File: config.mk
export PLATFORM = sky130hd
export DESIGN_NAME = serial_command_frame_transactor
export DESIGN_NICKNAME = d
export VERILOG_FILES = /design/src/hw/rtl/scft_pkg.sv /design/src/hw/rtl/serial_command_frame_transactor.sv
export SDC_FILE = /design/constraint.sdc
export NUM_CORES = 1
export LEC_CHECK = 0
export BUFFER_PORTS_ARGS = -buffer_cell sky130_fd_sc_hd__buf_2
export CAP_MARGIN = 20
export CORE_MARGIN = 8
export CORE_UTILIZATION = 30
export CTS_CLUSTER_DIAMETER = 80
export CTS_CLUSTER_SIZE = 12
export DETAILED_ROUTE_END_ITERATION = 8
export PLACE_DENSITY = 0.46
export SLEW_MARGIN = 25
export SYNTH_ARGS = -nofsm -noshare
export SYNTH_HDL_FRONTEND = slang
export SYNTH_SLANG_ARGS = --single-unit
File: constraint.sdc
create_clock -name i_clk -period 3.66 [get_ports i_clk]
set_input_delay 0.366 -clock i_clk [delete_from_list [all_inputs] [get_ports i_clk]]
set_output_delay 0.366 -clock i_clk [all_outputs]
set_load 0.03 [all_outputs]
File: src/hw/rtl/scft_pkg.sv
// Types, codes and constants for the serial command frame transactor.
// No dependencies; used by serial_command_frame_transactor.
package scft_pkg;

    localparam int TICKS_PER_SECOND_DEF = 10;
    localparam int LIMIT_W              = 20;
    localparam logic [LIMIT_W-1:0] LIMIT_MAX = {LIMIT_W{1'b1}};
    localparam int RES_MAX              = 5;
    localparam int RES_CNT_W            = 3;
    localparam logic [7:0] CHAR_ACK      = 8'h41;
    localparam logic [7:0] CHAR_COMPLETE = 8'h43;

    typedef enum logic [1:0] {
        IN_START   = 2'd0,
        IN_PAYLOAD = 2'd1,
        IN_RX      = 2'd2,
        IN_TICK    = 2'd3
    } t_in_kind;

    typedef enum logic [1:0] {
        OUT_TX   = 2'd0,
        OUT_RX   = 2'd1,
        OUT_DONE = 2'd2
    } t_out_kind;

    typedef enum logic [1:0] {
        ST_OK          = 2'd0,
        ST_TIMEOUT     = 2'd1,
        ST_NO_ACK      = 2'd2,
        ST_NO_COMPLETE = 2'd3
    } t_status;

    typedef enum logic [2:0] {
        PH_IDLE  = 3'd0,
        PH_ACK1  = 3'd1,
        PH_SEND  = 3'd2,
        PH_ACK2  = 3'd3,
        PH_RECV  = 3'd4,
        PH_RCHK  = 3'd5,
        PH_DONEW = 3'd6
    } t_phase;

    typedef struct packed {
        t_out_kind  kind;
        logic [7:0] data;
        logic       cmd;
        t_status    status;
        logic       last;
    } t_result;

endpackage

File: src/hw/rtl/serial_command_frame_transactor.sv
// Host-side command frame transactor: frame, ack, payload, response, complete.
// Depends on scft_pkg for codes, phase enum and the result word type.
//
//  channel | direction | handshake          | payload
//  in      | to block  | i_valid / o_stall  | i_kind, i_data_byte, frame fields, lengths
//  out     | from block| o_valid / i_stall  | o_out_kind, o_out_byte, o_cmd_line, o_status, o_last
//
// An input word is worked combinationally and its results are loaded into a
// five-entry output shift line, drained one word per cycle at its head while i_stall is low.
// A start word loads five results (the frame bytes), a closing payload byte
// two, and every other word at most one.
// Synchronous active-low reset returns to idle with an empty output line.
// o_stall is high while more than one result is pending, or one is pending
// and not taken this cycle.
module serial_command_frame_transactor #(
    parameter int TICKS_PER_SECOND = scft_pkg::TICKS_PER_SECOND_DEF
) (
    input  logic        i_clk,
    input  logic        i_rst_n,
    input  logic        i_valid,
    output logic        o_stall,
    input  logic [1:0]  i_kind,
    input  logic [7:0]  i_data_byte,
    input  logic [7:0]  i_device_id,
    input  logic [7:0]  i_command_code,
    input  logic [7:0]  i_aux_first,
    input  logic [7:0]  i_aux_second,
    input  logic [15:0] i_out_len,
    input  logic [15:0] i_in_len,
    input  logic [15:0] i_timeout_sec,
    output logic        o_valid,
    input  logic        i_stall,
    output logic [1:0]  o_out_kind,
    output logic [7:0]  o_out_byte,
    output logic        o_cmd_line,
    output logic [1:0]  o_status,
    output logic        o_last
);

    localparam int LW     = scft_pkg::LIMIT_W;
    localparam int RAW_W  = 16 + $clog2(TICKS_PER_SECOND + 1);
    localparam int PROD_W = (RAW_W > LW + 1) ? RAW_W : LW + 1;
    localparam int CW     = scft_pkg::RES_CNT_W;
    localparam int RN     = scft_pkg::RES_MAX;

    scft_pkg::t_phase  r_phase, n_phase;
    logic [15:0]       r_byte_count, n_byte_count;
    logic [15:0]       r_send_len, n_send_len;
    logic [15:0]       r_recv_len, n_recv_len;
    logic [7:0]        r_running_xor, n_running_xor;
    logic [LW-1:0]     r_tick_limit, n_tick_limit;
    logic [LW-1:0]     r_tick_count, n_tick_count;

    scft_pkg::t_result r_res [RN];
    scft_pkg::t_result n_res [RN];
    logic [CW-1:0]     r_cnt, n_cnt;

    logic              w_in_acc, w_out_take;
    logic [15:0]       w_cnt_inc;
    logic [7:0]        w_xor_inc, w_frame_xor;
    logic [LW-1:0]     w_tick_inc;
    logic [PROD_W-1:0] w_prod;
    logic              w_timed;
    logic              w_ack_ok;
    scft_pkg::t_in_kind w_kind;

    assign w_kind      = scft_pkg::t_in_kind'(i_kind);
    assign o_valid     = (r_cnt != '0);
    assign w_out_take  = o_valid && !i_stall;
    assign o_stall     = (r_cnt > CW'(1)) || ((r_cnt == CW'(1)) && i_stall);
    assign w_in_acc    = i_valid && !o_stall;

    assign o_out_kind  = r_res[0].kind;
    assign o_out_byte  = r_res[0].data;
    assign o_cmd_line  = r_res[0].cmd;
    assign o_status    = r_res[0].status;
    assign o_last      = r_res[0].last;

    assign w_cnt_inc   = r_byte_count + 16'd1;
    assign w_xor_inc   = r_running_xor ^ i_data_byte;
    assign w_frame_xor = i_device_id ^ i_command_code ^ i_aux_first ^ i_aux_second;
    assign w_tick_inc  = (r_tick_count < scft_pkg::LIMIT_MAX) ? r_tick_count + LW'(1)
                                                               : r_tick_count;
    assign w_prod      = PROD_W'(i_timeout_sec) * PROD_W'(TICKS_PER_SECOND);
    assign w_ack_ok    = (i_data_byte == scft_pkg::CHAR_ACK);
    assign w_timed     = (r_phase == scft_pkg::PH_ACK1) || (r_phase == scft_pkg::PH_ACK2) ||
                         (r_phase == scft_pkg::PH_DONEW) ||
                         ((r_phase == scft_pkg::PH_RECV) && (r_byte_count == 16'd0));

    // next state
    always_comb begin
        n_phase       = r_phase;
        n_byte_count  = r_byte_count;
        n_send_len    = r_send_len;
        n_recv_len    = r_recv_len;
        n_running_xor = r_running_xor;
        n_tick_limit  = r_tick_limit;
        n_tick_count  = r_tick_count;
        unique case (w_kind)
            scft_pkg::IN_START: begin
                if (r_phase == scft_pkg::PH_IDLE) begin
                    n_send_len    = i_out_len;
                    n_recv_len    = i_in_len;
                    n_tick_limit  = (w_prod > PROD_W'(scft_pkg::LIMIT_MAX)) ?
                                    scft_pkg::LIMIT_MAX : w_prod[LW-1:0];
                    n_running_xor = 8'h00;
                    n_phase       = scft_pkg::PH_ACK1;
                    n_tick_count  = '0;
                    n_byte_count  = '0;
                end
            end
            scft_pkg::IN_PAYLOAD: begin
                if (r_phase == scft_pkg::PH_SEND) begin
                    n_running_xor = w_xor_inc;
                    n_byte_count  = w_cnt_inc;
                    if (w_cnt_inc >= r_send_len) begin
                        n_phase      = scft_pkg::PH_ACK2;
                        n_tick_count = '0;
                        n_byte_count = '0;
                    end
                end
            end
            scft_pkg::IN_RX: begin
                unique case (r_phase)
                    scft_pkg::PH_ACK1: begin
                        if (!w_ack_ok) begin
                            n_phase = scft_pkg::PH_IDLE;
                        end else if (r_send_len != 16'd0) begin
                            n_phase       = scft_pkg::PH_SEND;
                            n_byte_count  = '0;
                            n_running_xor = 8'h00;
                        end else begin
                            n_phase      = (r_recv_len != 16'd0) ? scft_pkg::PH_RECV
                                                                  : scft_pkg::PH_DONEW;
                            n_tick_count = '0;
                            n_byte_count = '0;
                        end
                    end
                    scft_pkg::PH_ACK2: begin
                        if (!w_ack_ok) begin
                            n_phase = scft_pkg::PH_IDLE;
                        end else begin
                            n_phase      = (r_recv_len != 16'd0) ? scft_pkg::PH_RECV
                                                                  : scft_pkg::PH_DONEW;
                            n_tick_count = '0;
                            n_byte_count = '0;
                        end
                    end
                    scft_pkg::PH_RECV: begin
                        n_byte_count = w_cnt_inc;
                        if (w_cnt_inc >= r_recv_len) begin
                            n_phase = scft_pkg::PH_RCHK;
                        end
                    end
                    scft_pkg::PH_RCHK: begin
                        n_phase      = scft_pkg::PH_DONEW;
                        n_tick_count = '0;
                        n_byte_count = '0;
                    end
                    scft_pkg::PH_DONEW: n_phase = scft_pkg::PH_IDLE;
                    default: ;
                endcase
            end
            scft_pkg::IN_TICK: begin
                if (w_timed) begin
                    n_tick_count = w_tick_inc;
                    if (w_tick_inc >= r_tick_limit) begin
                        n_phase = scft_pkg::PH_IDLE;
                    end
                end
            end
        endcase
    end

    // results of the word
    always_comb begin
        for (int i = 0; i < RN; i++) begin
            n_res[i] = '{kind: scft_pkg::OUT_TX, data: 8'h00, cmd: 1'b0,
                         status: scft_pkg::ST_OK, last: 1'b0};
        end
        n_cnt = '0;
        unique case (w_kind)
            scft_pkg::IN_START: begin
                if (r_phase == scft_pkg::PH_IDLE) begin
                    n_res[0].data = i_device_id;
                    n_res[1].data = i_command_code;
                    n_res[2].data = i_aux_first;
                    n_res[3].data = i_aux_second;
                    n_res[4].data = w_frame_xor;
                    for (int i = 0; i < RN; i++) begin
                        n_res[i].cmd = 1'b1;
                    end
                    n_res[4].last = 1'b1;
                    n_cnt = CW'(RN);
                end
            end
            scft_pkg::IN_PAYLOAD: begin
                if (r_phase == scft_pkg::PH_SEND) begin
                    n_res[0].data = i_data_byte;
                    if (w_cnt_inc >= r_send_len) begin
                        n_res[1].data = w_xor_inc;
                        n_res[1].last = 1'b1;
                        n_cnt = CW'(2);
                    end else begin
                        n_res[0].last = 1'b1;
                        n_cnt = CW'(1);
                    end
                end
            end
            scft_pkg::IN_RX: begin
                n_res[0].last = 1'b1;
                n_res[0].kind = scft_pkg::OUT_DONE;
                unique case (r_phase)
                    scft_pkg::PH_ACK1, scft_pkg::PH_ACK2: begin
                        n_res[0].status = scft_pkg::ST_NO_ACK;
                        n_cnt = w_ack_ok ? CW'(0) : CW'(1);
                    end
                    scft_pkg::PH_RECV: begin
                        n_res[0].kind = scft_pkg::OUT_RX;
                        n_res[0].data = i_data_byte;
                        n_cnt = CW'(1);
                    end
                    scft_pkg::PH_DONEW: begin
                        n_res[0].status = (i_data_byte == scft_pkg::CHAR_COMPLETE) ?
                                          scft_pkg::ST_OK : scft_pkg::ST_NO_COMPLETE;
                        n_cnt = CW'(1);
                    end
                    default: ;
                endcase
            end
            scft_pkg::IN_TICK: begin
                n_res[0].kind   = scft_pkg::OUT_DONE;
                n_res[0].status = scft_pkg::ST_TIMEOUT;
                n_res[0].last   = 1'b1;
                if (w_timed && (w_tick_inc >= r_tick_limit)) begin
                    n_cnt = CW'(1);
                end
            end
        endcase
    end

    always_ff @(posedge i_clk) begin
        if (!i_rst_n) begin
            r_phase       <= scft_pkg::PH_IDLE;
            r_byte_count  <= '0;
            r_send_len    <= '0;
            r_recv_len    <= '0;
            r_running_xor <= '0;
            r_tick_limit  <= '0;
            r_tick_count  <= '0;
            r_cnt         <= '0;
        end else begin
            if (w_in_acc) begin
                r_phase       <= n_phase;
                r_byte_count  <= n_byte_count;
                r_send_len    <= n_send_len;
                r_recv_len    <= n_recv_len;
                r_running_xor <= n_running_xor;
                r_tick_limit  <= n_tick_limit;
                r_tick_count  <= n_tick_count;
                r_cnt         <= n_cnt;
            end else if (w_out_take) begin
                r_cnt <= r_cnt - CW'(1);
            end
        end
    end

    always_ff @(posedge i_clk) begin
        if (w_in_acc) begin
            for (int i = 0; i < RN; i++) begin
                r_res[i] <= n_res[i];
            end
        end else if (w_out_take) begin
            for (int i = 0; i < RN - 1; i++) begin
                r_res[i] <= r_res[i + 1];
            end
        end
    end

    a_stall_pending: assert property (@(posedge i_clk) disable iff (!i_rst_n)
        o_stall |-> o_valid)
        else $error("input stalled with no result pending");

    a_last_is_tail: assert property (@(posedge i_clk) disable iff (!i_rst_n)
        (o_valid && o_last) |-> (r_cnt == CW'(1)))
        else $error("last flag not on final pending result");

    a_start_frame: assert property (@(posedge i_clk) disable iff (!i_rst_n)
        (w_in_acc && (w_kind == scft_pkg::IN_START) && (r_phase == scft_pkg::PH_IDLE))
        |=> (o_valid && o_cmd_line && (r_cnt == CW'(RN)) && (r_phase == scft_pkg::PH_ACK1)))
        else $error("start did not load a command frame");

    a_cnt_bound: assert property (@(posedge i_clk) disable iff (!i_rst_n)
        r_cnt <= CW'(RN))
        else $error("result count overflow");

endmodule

# ---- Word-level counts from Yosys, hierarchy flattened
# Memory sizes are Yosys's and may differ from the RTL's.
# Index checks and enable logic that the tools add are counted.
dict set report totals {
  ff_bits 102
  ram_bits 70
  inputBits 94
  output_inout_bits 16
  memories 1
}
# memory depth word_bits rd rd_ports_with_merged_regs wr line_no
set memory_table {}
lappend memory_table {r_res 5 14 5 0 5 serial_command_frame_transactor.sv:54} ;# scft_pkg::t_result r_res [RN];
dict set report classes {
  n_addsub 3
  multipliers 1
  magnitude_cmp 6
  n_eq_ne 28
  n_mux 81
  bitwise 8
  reduce_logical 27
}
# cell n
set op_table {}
lappend op_table {{$mux 20} 9}
lappend op_table {{$pmux 16 s3} 2}
lappend op_table {{$pmux 20 s4} 1}
lappend op_table {{$mux 9} 8}
lappend op_table {{$mux 16} 4}
lappend op_table {{$mux 8} 8}
lappend op_table {{$pmux 20 s3} 1}
lappend op_table {{$mux 14} 4}
lappend op_table {{$pmux 8 s3} 2}
lappend op_table {{$mux 3} 13}
lappend op_table {{$ge 16x16->1} 2}
lappend op_table {{$reduce_bool 16->1} 2}
lappend op_table {{$xor 8x8->8} 4}
lappend op_table {{$pmux 3 s4} 2}
lappend op_table {{$add 20x1->20 const B} 1}
lappend op_table {{$ge 20x20->1} 1}
lappend op_table {{$gt 20x20->1 const B} 1}
lappend op_table {{$lt 20x20->1 const B} 1}
lappend op_table {{$mul 16x3->19 const B} 1}
lappend op_table {{$add 16x1->16 const B} 1}
lappend op_table {{$eq 8x7->1 const B} 2}
lappend op_table {{$logic_not 16->1} 1}
lappend op_table {{$mux 1} 16}
lappend op_table {{$ne 2x2->1 const B} 8}
lappend op_table {{other kinds (30)} 59}

# ---- Depth between registers and ports, before layout
dict set report logic_depth {
  depth_word 8
  mapped_depth 16
  ltp_nobuf 15
}

# ---- Worst setup path after synthesis
# Ideal clock, no wire load.
dict set report synth_timing {
  kind {flip-flop to flip-flop}
  start {register r_byte_count[0]}
  end {register r_tick_count[14]}
  setup_ns 0.058
  arrival_time_ns 3.529
  required_ns 3.602
  slack_ns 0.073
  path_stages_with_launch 17
  n_path_buf 2
  period_less_slack_ns 3.587
  cell_sequence {dfxtp_1 > ha_1 > nand3_1 > nor2_1 > and2_1 > nand3_1 > xnor2_1 > ha_1 > nand4_1 > nor4_1 > o21ai_0 > o211ai_1 > clkbuf_1 > nand4_1 > buf_2 > nor3_1 > o21a_1}
}
dict set report synth_via {
  elab_chain_cells 5
}
# element line_no
set synth_lines {}
lappend synth_lines {{start, declared} serial_command_frame_transactor.sv:47} ;# logic [15:0] r_byte_count, n_byte_count;
lappend synth_lines {{start signal, assigned} serial_command_frame_transactor.sv:255} ;# r_byte_count <= n_byte_count;
lappend synth_lines {{parallel branches: the longest is 4 deep, another holds $add 16x1->16} --}
lappend synth_lines {{$reduce_and 9->1 (no line) *} --}
lappend synth_lines {{end signal, assigned} serial_command_frame_transactor.sv:260} ;# r_tick_count <= n_tick_count;
lappend synth_lines {{end, declared} serial_command_frame_transactor.sv:52} ;# logic [LW-1:0] r_tick_count, n_tick_count;
# Mark *: on every way between the ends.
# A chain may end at the register's enable or synchronous reset.

# ---- Final worst setup path
dict set report layout_timing {
  start {register r_byte_count[1]}
  end {register r_phase[2]}
}
dict set report layout_via {
  elab_chain_cells 5
}
# element line_no
set layout_lines {}
lappend layout_lines {{parallel branches: the longest is 4 deep, another holds $add 16x1->16} --}
lappend layout_lines {{$reduce_and 8->1 (no line) *} --}
lappend layout_lines {{end signal, assigned} serial_command_frame_transactor.sv:244} ;# r_phase <= scft_pkg::PH_IDLE;
lappend layout_lines {{end signal, assigned} serial_command_frame_transactor.sv:254} ;# r_phase <= n_phase;
lappend layout_lines {{end, declared} serial_command_frame_transactor.sv:46} ;# scft_pkg::t_phase r_phase, n_phase;
# Marks and branches as above.

==> run_results.csv <==
group,metric,value,unit
power,clockPowerShare,0.288,
min_path,hold_path.class,"in2reg",
detailed_routing,post_drt_wl_per_cell,16.27,microns
detailed_routing,postRouteWirelength,28880,microns
synth,synth_edf_count,54,
cts,tritoncts,"built",
cts,ctsLongestPathBuffers,2,
grt,globalRouteTotalUtil,0.1460,
floorplan,dieHeight,198.5,microns
cts,cts_buffers,17,
synth,synth.net_count,1376,
power,p_sw,0.002463,W
floorplan,die_area,39400,sq um
sta,slew_viol_final,0,
power,p_leak,4.802,nW
synth,async_flop_share,0,
min_path,hp-start,"i_in_len[3]",
power,irDropWorstVdd,0.3535,mV
cts,clk_pin_slew,0.07,ns
run_status,status,"finished, final reports clean",
synth,synth_seq_area_share,0.3646,
detailed_routing,vias,8682,
worst_setup_path,endpoint_kind,"flip-flop",
cts,cts_max_level,4,
cts,cts_root_buf,"clkbuf_16",
layout,postLayoutCellArea,11960,sq um
synth,netlist_instances,1192,
power,power.internal,0.004273,W
grt,grt_overflow,0,
min_path,min_to,"r_recv_len[3]",
floorplan,die_x,198.5,microns
flow_run,cap_violations,0,
power,power_frac_comb,0.337,
worst_setup_path,critPathSlowestCell,"or4_1",
floorplan,core,33200,sq um
floorplan,initial_core_util,0.3010,
grt,grt_antenna_before_repair,0,
placement,hpwl,21300,microns
sta,max_slew.worst_pin.slew,0.8878,ns
power,p_sw_frac,0.3657,
layout,diodes,0,
worst_setup_path,path_class,"reg2reg",
power,power-per-cell-area,563.5,nW/um^2
synth,netlist_area,9992,sq um
worst_setup_path,arrival,3.75,ns
floorplan,num_rows,67,
placement,place_congestion,0.7821,
synth,ys_top_cells_by_count,"nand2_1, a21oi_1, dfxtp_1",
sta,finalHoldViolations,0,
cts,ctsHoldBuffers,0,
sta,setup_viol,0,
worst_setup_path,reg2reg_to,"r_phase[2]",
cts,cts_sinks,155,
sta,rsz0062_at_grt,"no",
worst_setup_path,crit_path_max_incr_delay,0.52,ns
layout,fin_nets,1498,
sta,period_needed,3.375,ns
synth,ys_ff_latch,155,
synth,synth_top_cell_area_share,0.2024,
detailed_routing,drc_errors,0,
worst_setup_path,crit_required,4.04,ns
detailed_routing,vias_per_cell,4.891,
sta,timing.setup.tns,0,ns
worst_setup_path,cpLargestDelayFamily,"simple AND/OR/NAND/NOR gates",
detailed_routing,ant_nets,0,
worst_setup_path,reg2reg_depth,13,
synth,yosys.area.top_type,"dfxtp_1",
synth,synth_most_common_cell,"nand2_1",
placement,placed_area,11270,sq um
detailed_routing,first_iter_violations,404,
detailed_routing,detail_route.first_pass.iterations,5,
worst_setup_path,crit_buf_inv,0,
sta,fin_skew,0.01499,ns
synth,yosysUniqueCellTypes,71,
synth,synth_area_per_cell,8.383,sq um
floorplan,top_level_ports,110,
sta,min_period_over_period,0.9221,
worst_setup_path,startpoint_type,"flip-flop",
worst_setup_path,path_cells,"nand4_1 -> nor2_4 -> and3_1 -> nand3_1 -> xnor2_1 -> ha_1 -> nand4_1 -> nor4_1 -> o21ai_1 -> o211ai_1 -> o211ai_1 -> or4_1 -> a21oi_1",
worst_setup_path,worst-path-max-fanout,4,
sta,slew_headroom,0.4081,
grt,grt_max_degree,67,
layout,drive_above_1_share,0.1711,
worst_setup_path,rrSetupSlack,0.29,ns
worst_setup_path,r2r-start,"r_byte_count[1]",
sta,max_freq,0.2963,GHz
min_path,worstHoldPathCells,3,
synth,yosysWarnings,0,
placement,io_buffers,109,
power,seqPwrFrac,0.374,
synth,synthTopCellsByArea,"dfxtp_1, edfxtp_1, ha_1, nand2_1, a21oi_1",
layout,area_growth,19.65,%
grt,grt_pass1_wl,45840,microns
grt,grt_pass1_vias,8435,
cts,clk_latency,0.44,ns
synth,synthFlopType,"dfxtp_1",
-- repair_timing --
item	CTS	global route
setup endpoints to repair	0	33
buffers inserted	0	2
gates resized for setup	0	12
-- placed cells by master (no fill, tap or decap), types with 17 or more instances in the layout --
cell       count
clkbuf_16     17
nor3_1        24
xnor2_1       52
dfxtp_1      100
a21oi_1      108
o21a_1        21
nand3_1       50
ha_1          89
edfxtp_1      54
nand2_1      181
nor4_1        18
o21ai_0       40
nor2_1        74
xor2_1        20
inv_1         70
buf_2        109
buf_4         57
nand4_1       22
-- stage by stage --
stage               cells  utilization  total power (W)  setup WS, ns  hold slack (ns)
finish               1775       0.3601         0.006736        0.2853           0.1574
global route         1775       0.3601         0.007149       0.05413           0.1504
CTS                  1773       0.3585         0.006851        0.1497           0.1357
detailed placement   1741       0.3394         0.004876        0.1730           0.4474
global placement     1741       0.3394         0.004879        0.1996           0.4449
floorplan            1192            -         0.004124       0.07258           0.4319
-- layer usage --
layer | wire, microns | up-vias | GRT usage
met5 | 0 | - | 0
met4 | 436 | 0 | 0.04365
met3 | 976 | 26 | 0.02402
met1 | 13710 | 4054 | 0.1907
met2 | 13760 | 124 | 0.2449
li1 | - | 4478 | -
-- worst min-delay path: stages --
cell	delay, ns
buf_2	0.09
nand2_1	0.04
a21oi_1	0.05
-- worst max path at each step --
stage,from,endpoint,slack (ns),depth (start not counted)
5_1_grt,r_tick_count[4],r_phase[2],0.05,14
3_5_place_dp,r_byte_count[1],r_tick_count[5],0.17,15
2_1_floorplan,r_byte_count[0],r_tick_count[14],0.07,16
3_3_place_gp,r_tick_count[0],r_cnt[0],0.20,15
6_report,r_byte_count[1],r_phase[2],0.29,13
4_1_cts,r_byte_count[1],r_tick_count[5],0.15,15
-- sequential cells by signal, indices dropped and copies added, names as in the netlist --
signal and flops:
r_res 54, r_tick_count 20, r_tick_limit 19, r_byte_count 16
r_recv_len 16, r_send_len 16, r_running_xor 8, r_cnt 3
r_phase 3
-- power by group through the flow --
stage	clock (W)	combinational [W]	sequential (W)
finish	0.00194	0.00227	0.00252
global route	0.00206	0.00252	0.00257
CTS	0.00200	0.00233	0.00253
detailed placement	0	0.00232	0.00256
global placement	0	0.00232	0.00256
floorplan	0	0.00160	0.00252
-- logic make-up after synthesis --
group                    after synthesis  synth area share
XOR/XNOR                              72           0.06311
buffers and inverters                140           0.05748
AND/OR/NAND/NOR                      448            0.2178
flip-flops                           155            0.3646
AO/OA/AOI/OAI                        285            0.1811
multiplexers                           2          0.002504
adder cells (fa/ha/maj)               90            0.1134
-- area by class of cell --
class	instances	area (sq um)
clock buffer	19	442.9
clock inverter	13	188.9
fill	3566	21240
inverter	75	281.5
multi-input combinational	897	5823
sequential	155	3645
tap	448	560.5
timing repair buffer	168	1013
Note: power is estimated with default switching activity, not from simulation.
